===== config.mk =====
export PLATFORM = sky130hd
export DESIGN_NAME = message_flit_segmenter_top
export DESIGN_NICKNAME = d
export VERILOG_FILES = /design/src/rtl/mfs_pkg.sv /design/src/rtl/mfs_ctrl.sv /design/src/rtl/mfs_datapath.sv /design/src/rtl/message_flit_segmenter_top.sv
export VERILOG_INCLUDE_DIRS = /design/src /design/src/rtl
export SDC_FILE = /design/constraint.sdc
export NUM_CORES = 1
export LEC_CHECK = 0
export BUFFER_PORTS_ARGS = -buffer_cell sky130_fd_sc_hd__buf_2
export CAP_MARGIN = 20
export CORE_MARGIN = 2
export CORE_UTILIZATION = 57
export CTS_CLUSTER_SIZE = 40
export DETAILED_ROUTE_END_ITERATION = 10
export PLACE_DENSITY = 0.84
export SETUP_SLACK_MARGIN = 0.3
export SYNTH_ARGS = -nofsm -noshare
export SYNTH_HDL_FRONTEND = slang
export SYNTH_HIERARCHICAL = 1
export SYNTH_SLANG_ARGS = --single-unit

===== constraint.sdc =====
create_clock -name clk -period 5 [get_ports clk]
set_input_delay 0.5 -clock clk [delete_from_list [all_inputs] [get_ports clk]]
set_output_delay 0.5 -clock clk [all_outputs]
set_load 0.01 [all_outputs]

===== src/rtl/message_flit_segmenter_top_macros.svh =====
// Assertion macros shared by the message flit segmenter RTL.
// Included by modules that carry concurrent checks; no other dependencies.
`ifndef MESSAGE_FLIT_SEGMENTER_TOP_MACROS_SVH
`define MESSAGE_FLIT_SEGMENTER_TOP_MACROS_SVH

// same-cycle implication, disabled while in reset
`define MFS_ASSERT_IMP(lbl, clk, rst_n, ante, cons, msg) \
	lbl: assert property (@(posedge clk) disable iff (!rst_n) (ante) |-> (cons)) else $error(msg);

// next-cycle implication, disabled while in reset
`define MFS_ASSERT_NXT(lbl, clk, rst_n, ante, cons, msg) \
	lbl: assert property (@(posedge clk) disable iff (!rst_n) (ante) |=> (cons)) else $error(msg);

`endif


===== src/rtl/mfs_pkg.sv =====
// Package for the message flit segmenter: word types, register indexes,
// status codes and controller/datapath command and status structs.
`timescale 1ns / 1ps

package mfs_pkg;

	localparam int NODES_DEF         = 64;
	localparam int CLASSES_DEF       = 2;
	localparam int MAX_MSG_FLITS_DEF = 64;

	// flit counts fit 7 bits (message holds at most 64 flits)
	localparam int CNT_W  = 7;
	localparam int STEP_W = $clog2(CNT_W);
	localparam int CFG_W  = 16;
	localparam int IDX_W  = 3;

	localparam logic [IDX_W-1:0] REG_FLIT_BYTES    = 3'd0;
	localparam logic [IDX_W-1:0] REG_MAX_PKT_FLITS = 3'd1;
	localparam logic [IDX_W-1:0] REG_PRIO_MODE     = 3'd2;
	localparam logic [IDX_W-1:0] REG_CLASS0_PRIO   = 3'd3;
	localparam logic [IDX_W-1:0] REG_CLASS1_PRIO   = 3'd4;
	localparam logic [IDX_W-1:0] REG_WRITE_MARK    = 3'd5;

	localparam logic [1:0] ST_OK       = 2'd0;
	localparam logic [1:0] ST_BAD_DST  = 2'd1;
	localparam logic [1:0] ST_TOO_LONG = 2'd2;

	localparam logic [1:0] PRIO_CLASS = 2'd0;
	localparam logic [1:0] PRIO_AGE   = 2'd1;
	localparam logic [1:0] PRIO_SEQ   = 2'd2;
	localparam logic [1:0] PRIO_ZERO  = 2'd3;

	typedef struct packed {
		logic [5:0]  src_node;
		logic [6:0]  dst_node;
		logic [15:0] payload_len;
		logic        traffic_class;
		logic [30:0] inject_time;
		logic [30:0] source_seq;
	} mfs_in_t;

	typedef struct packed {
		logic [31:0] flit_id;
		logic [31:0] packet_id;
		logic [5:0]  out_src;
		logic [5:0]  out_dst;
		logic        out_class;
		logic [3:0]  flit_flags;
		logic [6:0]  packet_flits;
		logic [30:0] flit_priority;
		logic        is_write;
		logic [30:0] created_time;
		logic [1:0]  status;
	} mfs_out_t;

	typedef struct packed {
		logic load;
		logic step;
		logic prep;
		logic emit;
		logic emit_err;
	} mfs_cmd_t;

	typedef struct packed {
		logic err;
		logic last;
		logic out_free;
	} mfs_sts_t;

endpackage


===== src/rtl/mfs_ctrl.sv =====
// Controller FSM of the message flit segmenter: sequences accept, divide,
// setup and per-flit emission. Uses mfs_pkg and the assertion macro header.
`timescale 1ns / 1ps
`include "message_flit_segmenter_top_macros.svh"

module mfs_ctrl (
	input  logic             clk,
	input  logic             arst_n,
	input  logic             in_valid,
	output logic             in_stall,
	input  mfs_pkg::mfs_sts_t sts,
	output mfs_pkg::mfs_cmd_t cmd
);

	typedef enum logic [4:0] {
		IDLE = 5'b00001,
		DIV  = 5'b00010,
		PREP = 5'b00100,
		EMIT = 5'b01000,
		ERR  = 5'b10000
	} state_t;

	state_t                     st_q, st_d;
	logic [mfs_pkg::STEP_W-1:0] step_q;
	logic                       step_last;

	assign step_last = (step_q == mfs_pkg::STEP_W'(mfs_pkg::CNT_W - 1));
	assign in_stall  = (st_q != IDLE);

	always_comb begin
		st_d         = st_q;
		cmd          = '0;
		case (st_q)
			IDLE: begin
				if (in_valid) begin
					cmd.load = 1'b1;
					st_d     = DIV;
				end
			end
			DIV: begin
				cmd.step = 1'b1;
				if (step_last) begin
					st_d = sts.err ? ERR : PREP;
				end
			end
			PREP: begin
				cmd.prep = 1'b1;
				st_d     = EMIT;
			end
			EMIT: begin
				if (sts.out_free) begin
					cmd.emit = 1'b1;
					if (sts.last) st_d = IDLE;
				end
			end
			ERR: begin
				if (sts.out_free) begin
					cmd.emit_err = 1'b1;
					st_d         = IDLE;
				end
			end
			default: st_d = IDLE;
		endcase
	end

	always_ff @(posedge clk or negedge arst_n) begin
		if (!arst_n) begin
			st_q   <= IDLE;
			step_q <= '0;
		end else begin
			st_q <= st_d;
			if (st_q == DIV) step_q <= step_last ? '0 : step_q + 1'b1;
			else step_q <= '0;
		end
	end

	`MFS_ASSERT_NXT(a_accept_to_div, clk, arst_n, cmd.load, st_q == DIV, "accept did not start divide")
	`MFS_ASSERT_NXT(a_err_skips_emit, clk, arst_n, st_q == DIV && step_last && sts.err, st_q == ERR, "error message entered flit emission")
	`MFS_ASSERT_IMP(a_emit_needs_slot, clk, arst_n, cmd.emit || cmd.emit_err, sts.out_free && (st_q == EMIT || st_q == ERR), "word issued without free output slot")

endmodule


===== src/rtl/mfs_datapath.sv =====
// Datapath of the message flit segmenter: config registers, input latch,
// flit-count divider, packet/flit counters and output register. Uses mfs_pkg.
`timescale 1ns / 1ps
`include "message_flit_segmenter_top_macros.svh"

module mfs_datapath #(
	parameter int NODES         = mfs_pkg::NODES_DEF,
	parameter int CLASSES       = mfs_pkg::CLASSES_DEF,
	parameter int MAX_MSG_FLITS = mfs_pkg::MAX_MSG_FLITS_DEF
) (
	input  logic                      clk,
	input  logic                      arst_n,
	input  logic                      cfg_we,
	input  logic [mfs_pkg::IDX_W-1:0] cfg_index,
	input  logic [mfs_pkg::CFG_W-1:0] cfg_wdata,
	input  mfs_pkg::mfs_in_t          in_data,
	input  mfs_pkg::mfs_cmd_t         cmd,
	output mfs_pkg::mfs_sts_t         sts,
	input  logic                      out_stall,
	output logic                      out_valid,
	output mfs_pkg::mfs_out_t         out_data
);

	localparam int CW = mfs_pkg::CNT_W;

	// configuration
	logic [6:0]  flit_bytes_q, max_pkt_q;
	logic [1:0]  prio_mode_q;
	logic [15:0] class0_prio_q, class1_prio_q;
	logic        write_mark_q;

	// message latch
	logic [5:0]  src_q;
	logic [5:0]  dst_q;
	logic        cls_q;
	logic [30:0] time_q, pri_q;
	logic [1:0]  status_q;
	logic        zero_q;

	// divider
	logic [CW-1:0] dvd_q, quo_q;
	logic [CW-1:0] prem_q;

	// emission
	logic [CW-1:0] rem_q, pkt_left_q;
	logic          pkt_tail_q, pkt_head_q;
	logic [31:0]   pid_q, next_pid_q, next_fid_q;

	mfs_pkg::mfs_out_t out_q;
	logic              out_valid_q;

	logic [6:0]  fb_eff, mp_eff;
	logic        bad_dst, too_long, cls_sel;
	logic [15:0] max_bytes;
	logic [16:0] num;
	logic [30:0] pri_d;
	logic [CW:0] trial;
	logic        ge;
	logic        new_pkt, cur_tail_pkt;
	logic [CW-1:0] size, cur_left;
	logic [31:0] cur_pid;

	assign fb_eff    = (flit_bytes_q == '0) ? 7'd1 : flit_bytes_q;
	assign mp_eff    = (max_pkt_q == '0) ? 7'd1 : max_pkt_q;
	assign bad_dst   = (in_data.dst_node >= 7'(NODES));
	assign max_bytes = 16'(MAX_MSG_FLITS) * {9'd0, fb_eff};
	assign too_long  = (in_data.payload_len > max_bytes);
	// rounded-up numerator; when in range it is below 2^CW * fb
	assign num       = {1'b0, in_data.payload_len} + {10'd0, fb_eff} - 17'd1;
	assign cls_sel   = (CLASSES > 1) ? in_data.traffic_class : 1'b0;

	always_comb begin
		case (prio_mode_q)
			mfs_pkg::PRIO_CLASS: pri_d = {15'd0, cls_sel ? class1_prio_q : class0_prio_q};
			mfs_pkg::PRIO_AGE:   pri_d = ~in_data.inject_time;
			mfs_pkg::PRIO_SEQ:   pri_d = ~in_data.source_seq;
			default:             pri_d = '0;
		endcase
	end

	assign trial = {prem_q, dvd_q[CW-1]};
	assign ge    = (trial >= {1'b0, fb_eff});

	assign new_pkt      = (pkt_left_q == '0);
	assign size         = (rem_q > mp_eff) ? mp_eff : rem_q;
	assign cur_left     = new_pkt ? size : pkt_left_q;
	assign cur_tail_pkt = new_pkt ? (rem_q <= mp_eff) : pkt_tail_q;
	assign cur_pid      = new_pkt ? next_pid_q : pid_q;

	assign sts.err      = (status_q != mfs_pkg::ST_OK);
	assign sts.last     = (rem_q == CW'(1));
	assign sts.out_free = !out_valid_q || !out_stall;

	assign out_valid = out_valid_q;
	assign out_data  = out_q;

	always_ff @(posedge clk or negedge arst_n) begin
		if (!arst_n) begin
			flit_bytes_q  <= 7'd16;
			max_pkt_q     <= 7'd4;
			prio_mode_q   <= mfs_pkg::PRIO_ZERO;
			class0_prio_q <= '0;
			class1_prio_q <= '0;
			write_mark_q  <= 1'b0;
		end else if (cfg_we) begin
			case (cfg_index)
				mfs_pkg::REG_FLIT_BYTES:    flit_bytes_q  <= cfg_wdata[6:0];
				mfs_pkg::REG_MAX_PKT_FLITS: max_pkt_q     <= cfg_wdata[6:0];
				mfs_pkg::REG_PRIO_MODE:     prio_mode_q   <= cfg_wdata[1:0];
				mfs_pkg::REG_CLASS0_PRIO:   class0_prio_q <= cfg_wdata;
				mfs_pkg::REG_CLASS1_PRIO:   class1_prio_q <= cfg_wdata;
				mfs_pkg::REG_WRITE_MARK:    write_mark_q  <= cfg_wdata[0];
				default: ;
			endcase
		end
	end

	// payload latch and divider, no reset needed
	always_ff @(posedge clk) begin
		if (cmd.load) begin
			src_q    <= in_data.src_node;
			dst_q    <= in_data.dst_node[5:0];
			cls_q    <= in_data.traffic_class;
			time_q   <= in_data.inject_time;
			pri_q    <= pri_d;
			zero_q   <= (in_data.payload_len == '0);
			status_q <= bad_dst ? mfs_pkg::ST_BAD_DST :
			            too_long ? mfs_pkg::ST_TOO_LONG : mfs_pkg::ST_OK;
			prem_q   <= CW'(num[16:CW]);
			dvd_q    <= num[CW-1:0];
			quo_q    <= '0;
		end else if (cmd.step) begin
			prem_q <= CW'(ge ? trial - {1'b0, fb_eff} : trial);
			quo_q  <= {quo_q[CW-2:0], ge};
			dvd_q  <= {dvd_q[CW-2:0], 1'b0};
		end
	end

	always_ff @(posedge clk or negedge arst_n) begin
		if (!arst_n) begin
			rem_q      <= '0;
			pkt_left_q <= '0;
			pkt_tail_q <= 1'b0;
			pkt_head_q <= 1'b0;
			pid_q      <= '0;
			next_pid_q <= '0;
			next_fid_q <= '0;
		end else if (cmd.prep) begin
			rem_q      <= zero_q ? CW'(1) : quo_q;
			pkt_left_q <= '0;
			pkt_head_q <= 1'b1;
		end else if (cmd.emit) begin
			rem_q      <= rem_q - 1'b1;
			pkt_left_q <= cur_left - 1'b1;
			pkt_tail_q <= cur_tail_pkt;
			pid_q      <= cur_pid;
			next_fid_q <= next_fid_q + 1'b1;
			if (new_pkt) next_pid_q <= next_pid_q + 1'b1;
			if (cur_left == CW'(1)) pkt_head_q <= 1'b0;
		end
	end

	always_ff @(posedge clk or negedge arst_n) begin
		if (!arst_n) begin
			out_valid_q <= 1'b0;
		end else if (cmd.emit || cmd.emit_err) begin
			out_valid_q <= 1'b1;
		end else if (!out_stall) begin
			out_valid_q <= 1'b0;
		end
	end

	always_ff @(posedge clk) begin
		if (cmd.emit) begin
			out_q.flit_id       <= next_fid_q;
			out_q.packet_id     <= cur_pid;
			out_q.out_src       <= src_q;
			out_q.out_dst       <= dst_q;
			out_q.out_class     <= cls_q;
			out_q.flit_flags    <= {cur_tail_pkt, pkt_head_q, cur_left == CW'(1), new_pkt};
			out_q.packet_flits  <= new_pkt ? 7'(size) : 7'd0;
			out_q.flit_priority <= pri_q;
			out_q.is_write      <= write_mark_q;
			out_q.created_time  <= time_q;
			out_q.status        <= mfs_pkg::ST_OK;
		end else if (cmd.emit_err) begin
			out_q.flit_id       <= '0;
			out_q.packet_id     <= '0;
			out_q.out_src       <= src_q;
			out_q.out_dst       <= '0;
			out_q.out_class     <= cls_q;
			out_q.flit_flags    <= '0;
			out_q.packet_flits  <= '0;
			out_q.flit_priority <= '0;
			out_q.is_write      <= 1'b0;
			out_q.created_time  <= time_q;
			out_q.status        <= status_q;
		end
	end

	`MFS_ASSERT_IMP(a_last_closes_pkt, clk, arst_n, cmd.emit && rem_q == CW'(1), cur_left == CW'(1) && cur_tail_pkt, "last flit of message does not close its packet")
	`MFS_ASSERT_IMP(a_pkt_nonempty, clk, arst_n, cmd.emit && new_pkt, size != '0, "empty packet started")
	`MFS_ASSERT_IMP(a_pkt_within_msg, clk, arst_n, cmd.emit, cur_left <= rem_q && rem_q != '0, "packet runs past message end")

endmodule


===== src/rtl/message_flit_segmenter_top.sv =====
// Message flit segmenter: a message request enters on the input channel
// (in_valid / in_stall, word in_data) and leaves as flit words on the
// output channel (out_valid / out_stall, word out_data).
// Registers are written through cfg_we / cfg_index / cfg_wdata; the user
// must write them only while idle; the block itself does not enforce it.
// Sequence: after a request is taken, a shift-subtract divide works out
// the flit count, a setup step loads the packet counters, then one flit
// word is loaded per cycle into the output register whenever it is free.
// A rejected message (bad destination or too long) yields one status
// word in place of flits.
// in_stall is high from accept until the last word has been loaded into
// the output register.
// While out_valid and out_stall are high the word holds and emission pauses.
// Reset clears config to defaults, zeroes the flit and packet id counters
// and leaves the block idle with out_valid low.
// Depends on mfs_pkg, mfs_ctrl and mfs_datapath.
`timescale 1ns / 1ps

module message_flit_segmenter_top #(
	parameter int NODES         = mfs_pkg::NODES_DEF,
	parameter int CLASSES       = mfs_pkg::CLASSES_DEF,
	parameter int MAX_MSG_FLITS = mfs_pkg::MAX_MSG_FLITS_DEF
) (
	input  logic                      clk,
	input  logic                      arst_n,
	input  logic                      cfg_we,
	input  logic [mfs_pkg::IDX_W-1:0] cfg_index,
	input  logic [mfs_pkg::CFG_W-1:0] cfg_wdata,
	input  logic                      in_valid,
	output logic                      in_stall,
	input  mfs_pkg::mfs_in_t          in_data,
	output logic                      out_valid,
	input  logic                      out_stall,
	output mfs_pkg::mfs_out_t         out_data
);

	mfs_pkg::mfs_cmd_t cmd;
	mfs_pkg::mfs_sts_t sts;

	mfs_ctrl u_ctrl (
		.clk      (clk),
		.arst_n   (arst_n),
		.in_valid (in_valid),
		.in_stall (in_stall),
		.sts      (sts),
		.cmd      (cmd)
	);

	mfs_datapath #(
		.NODES         (NODES),
		.CLASSES       (CLASSES),
		.MAX_MSG_FLITS (MAX_MSG_FLITS)
	) u_dp (
		.clk       (clk),
		.arst_n    (arst_n),
		.cfg_we    (cfg_we),
		.cfg_index (cfg_index),
		.cfg_wdata (cfg_wdata),
		.in_data   (in_data),
		.cmd       (cmd),
		.sts       (sts),
		.out_stall (out_stall),
		.out_valid (out_valid),
		.out_data  (out_data)
	);

endmodule

# --- Word-level counts from Yosys, hierarchy flattened ---
# Index checks and enable logic that the tools add are counted.
totals:
  reg_bits: 422
  out_inout_bits: 155
  elab_cells: 143
  in_bits: 116
op_classes:
  n_reduce_logical: 25
  addsub: 8
  n_mux: 43
  eq_ne: 22
  magnitude_cmp: 5
  n_bitwise: 3
ops:
  columns: ["op", "n"]
  rows:
  - ["$mux 153", 2]
  - ["$mux 7", 15]
  - ["$pmux 31 s3", 1]
  - ["$add 32x1->32 const B", 2]
  - ["$not 31->31", 2]
  - ["$mux 32", 1]
  - ["$mux 5", 6]
  - ["$pmux 5 s5", 1]
  - ["$logic_not 7->1", 3]
  - ["$gt 16x13->1", 1]
  - ["$logic_not 16->1", 1]
  - ["$mux 16", 1]
  - ["$reduce_and 2->1", 8]
  - ["$add 14x7->14", 1]
  - ["$eq 7x1->1 const B", 2]
  - ["$sub 14x1->14 const B", 1]
  - ["$sub 7x1->7 const B", 2]
  - ["$mux 1", 13]
  - ["$reduce_bool 2->1", 5]
  - ["$eq 3x3->1 const B", 3]
  - ["$ge 8x7->1", 1]
  - ["$ne 2x2->1 const B", 4]
  - ["$ge 7x7->1 const B", 1]
  - ["$gt 7x7->1", 1]
  - ["23 further kinds", 28]

# --- Longest topological paths before layout ---
logic_depth:
  word_depth: 9
  mapped_depth: 16
  ltp_nobuf: 16

# --- By module ---
# Netlist, hierarchy kept.
by_module_without_submodules:
  columns: ["module", "area_each_um2", "instances", "cells_each", "seq_area_each_um2"]
  rows:
  - ["mfs_datapath", 17943.5, 1, 1434, 11536.1]
  - ["mfs_ctrl", 450.4, 1, 45, 201.4]

# --- Worst setup path after synthesis ---
# Ideal clock, no wire load.
synth_path:
  path_kind: "input -> register"
  from: "input out_stall"
  to: "register u_dp.out_q (netlist bit u_dp/out_data[100]), enable pin"
  path_stages: 6
  path_buffers: 2
  t_required_ns: 4.497
  setup_ns: 0.503
  slack_ns: 0.298
  t_arrival_ns: 4.199
  cell_sequence: "nand2_1 and4b_1 buf_4 nor2_1 clkbuf_1 inv_1"
synth_lines:
  columns: ["item", "line_no", "text"]
  rows:
  - ["start: declaration", "message_flit_segmenter_top.sv:33", "input logic out_stall,"]
  - ["end: declaration", "mfs_datapath.sv:49", "mfs_pkg::mfs_out_t out_q;"]

==> results_dict.tcl <==
set metrics [dict create \
    netlist.area_leader.share_pct 39.67 \
    max_freq_mhz 294.6 \
    leakage_nw 8.765 \
    hp-class "in2async" \
    hold_buffers 0 \
    cts_setup_buffers 0 \
    p_per_area_nw_per_um2 408.3 \
    clk_latency_ns 0.54 \
    grt_pass1_vias 12010 \
    drc 0 \
    avgSynthCellArea_um2 12.44 \
    grt_util_all_layers_pct 23.99 \
    cp.required_ns 5.43 \
    cts_root_buf "clkbuf_16" \
    area_growth_pct 17.46 \
    netlist_instances 1479 \
    ys_top_cells_by_count "243 x edfxtp_1, 236 x nand2_1, 165 x dfrtp_1" \
    htreeDepth 2 \
    crit_slowest_cell "nor2b_1" \
    worstPathArrival_ns 3.82 \
    post-dp-hpwl_um 27940 \
    multi_input_area_um2 6170 \
    synth.most_common_cell "edfxtp_1" \
    r2r-end "u_dp/next_pid_q[31]" \
    worstMarginPinSlew_ns 1.008 \
    tns_ns 0 \
    async_flop_share_pct 40.28 \
    critPathCaptureType "register" \
    crit_path_start_kind "register" \
    ys_warn_count 6 \
    clock_sinks 422 \
    die_x_um 183.6 \
    period_share_pct 67.88 \
    die_h_um 183.6 \
    synth_fp_nets 1646 \
    synth_top_area_cell "edfxtp_1" \
    ff2ff_setup_slack_ns 1.61 \
    fill_cells 2200 \
    status "finished, final reports clean" \
    ys_top_cells_by_area "edfxtp_1 40%, dfrtp_1 22%, nand2_1 4.8%, mux2_2 4.1%, ha_1 3.3%" \
    path_cells "nor2_1 > and3b_1 > nor2b_1 > nand2_1 > buf_4 > nor3_4 > and3_1 > and4_4 > nand4_1 > xnor2_1" \
    first_iter_violations 1242 \
    drv_cap 0 \
    finalHoldViolCount 0 \
    cts-buffers-inserted 43 \
    ant_nets 0 \
    crit_path_max_incr_delay_ns 0.64 \
    cts.path.max_buffers 3 \
    ys_seq_area_share_pct 63.81 \
    finClkSkew_ns 0.02028 \
    maxSlewViolCount 0 \
    routed_wl_um 41160 \
    wire_per_inst_um 18.78 \
    rr_worst_depth 10 \
    fin_nets 1917 \
    yosysUniqueCellTypes 77 \
    rsz0062_at_grt "false" \
    drt_first_pass_iters 8 \
    cts-resized-gates 0 \
    synth_flop_cell "edfxtp_1" \
    worst-setup-path-type "reg2reg" \
    overflow 0 \
    ioPinCount 271 \
    via_count 12320 \
    drive_gt1_share_pct 25.43 \
    start_util_pct 58.14 \
    place.gp.congestion 0.9030 \
    regArea_um2 11740 \
    synth_edf_count 243 \
    numPortBuffers 270 \
    syn_area_um2 18390 \
    die_area_um2 33720 \
    row_count 65 \
    viasPerCell 5.618 \
    ir_drop_mv 0.2164 \
    antenna_found_initial 5 \
    cts_tree "yes" \
    max_slew_margin_pct 32.80 \
    r2r_start "u_ctrl/st_q[0]" \
    synth-seq-cells 422 \
    setup_viol 0 \
    coreArea_um2 31640 \
    min_period_ns 3.394 \
    hold_ws_ns 0.09765 \
    clk_pin_slew_ns 0.06 \
    grt_pass1_wl_um 63490 \
    grt_max_degree 104 \
    cp_max_fo 38 \
]
[metrics by stage]
step / worst slack (ns) / total power, mW / util, % / cell area, um2 / std cells
floorplan: 0.7948 / 5.208 / - / 18400 / 1479
global placement: 1.776 / 5.504 / 63.53 / 20100 / 2105
detailed placement: 1.641 / 5.581 / 63.53 / 20100 / 2105
CTS: 1.609 / 8.845 / 68.14 / 21560 / 2185
global route: 1.320 / 9.174 / 68.29 / 21610 / 2192
finish: 1.606 / 8.822 / 68.29 / 21610 / 2192
[worst max-delay path, delay by kind of cell (launching register included)]
family,cells,cell delay (ns)
AND/OR/NAND/NOR,8,2.26
flip-flops,1,0.57
XOR/XNOR,1,0.14
buffers and inverters,1,0.30
[report_power, final]
part / internal [mW] / leakage, nW / switching (mW)
combinational: 0.551 / 3.66 / 0.731
clock: 1.97 / 0.717 / 1.30
sequential: 4.11 / 4.39 / 0.165
total: 6.63 / 8.76 / 2.19
[placed cells by master, fill, tap and decap left out, drive strengths merged, types with 3 or more instances in the layout]
cell type,Yosys,layout
xor2,24,24
mux2,68,68
o21bai,5,5
nand2b,8,8
edfxtp,243,243
diode,0,5
o21a,7,7
a21o,3,3
dfrtp,165,165
nand4,12,12
a211oi,3,3
dfxtp,9,9
o21ai,40,40
and2,76,76
xnor2,58,58
nand2,236,236
clkinv,0,13
a31oi,3,3
and3,16,16
and4,7,7
buf,11,284
inv,61,62
nor2,67,67
or3,3,3
nor2b,46,46
nand3,32,32
bufinv,0,5
dfstp,5,5
o22ai,39,39
nor4,11,11
a21boi,3,3
nor3b,3,3
nor3,10,10
ha,49,49
mux2i,26,26
a21oi,48,48
clkbuf,48,60
[how the worst max path moves through the flow]
stage                                endpoint  slack (ns)      startpoint  cells after the start
after floorplan            u_dp/out_data[100]        0.79       out_stall                      6
after global placement    u_dp/next_pid_q[31]        1.78  u_ctrl/st_q[0]                     10
after detailed placement        u_dp/rem_q[5]        1.64       out_stall                      9
after CTS                 u_dp/next_pid_q[31]        1.61  u_ctrl/st_q[0]                     10
after global routing      u_dp/next_pid_q[31]        1.32  u_ctrl/st_q[0]                     10
final                     u_dp/next_pid_q[31]        1.61  u_ctrl/st_q[0]                     10
[kinds of logic after synthesis]
| logic type | after synthesis | synth area share [%] |
|---|---|---|
| simple gates | 544 | 14.86 |
| mux | 94 | 5.619 |
| buf+inv | 120 | 2.768 |
| flops | 422 | 63.81 |
| xor+xnor | 82 | 3.905 |
| fa+ha+maj | 51 | 3.551 |
| compound gates | 166 | 5.490 |
[metal layers]
metal / vias to the layer above / part of all wire (%) / global-route usage, %
li1: 5713 / - / -
met4: 0 / 3.4 / 9.088
met5: - / 0 / 0
met3: 92 / 5.8 / 3.348
met1: 6033 / 41 / 33.06
met2: 477 / 50 / 39.17
[sequential cells by signal, summed over array words and instances (netlist names), 6 cells and up]
signal              flops
u_dp/out_data         153
u_dp/next_fid_q        32
u_dp/next_pid_q        32
u_dp/pid_q             32
u_dp/pri_q             31
u_dp/time_q            31
u_dp/class0_prio_q     16
u_dp/class1_prio_q     16
u_dp/dvd_q              7
u_dp/flit_bytes_q       7
u_dp/max_pkt_q          7
u_dp/pkt_left_q         7
u_dp/prem_q             7
u_dp/quo_q              7
u_dp/rem_q              7
u_dp/dst_q              6
u_dp/src_q              6
[layout make-up]
class                      count  share of cell area (%)
multi-input combinational    937                   28.56
timing repair buffer         285                   6.897
clock buffer                  59                   5.641
clock inverter                21                   1.118
antenna                        5                 0.05791
inverter                      61                   1.077
sequential                   422                   54.33
tap                          402                   2.328
Power figures use the tool's default switching activity.
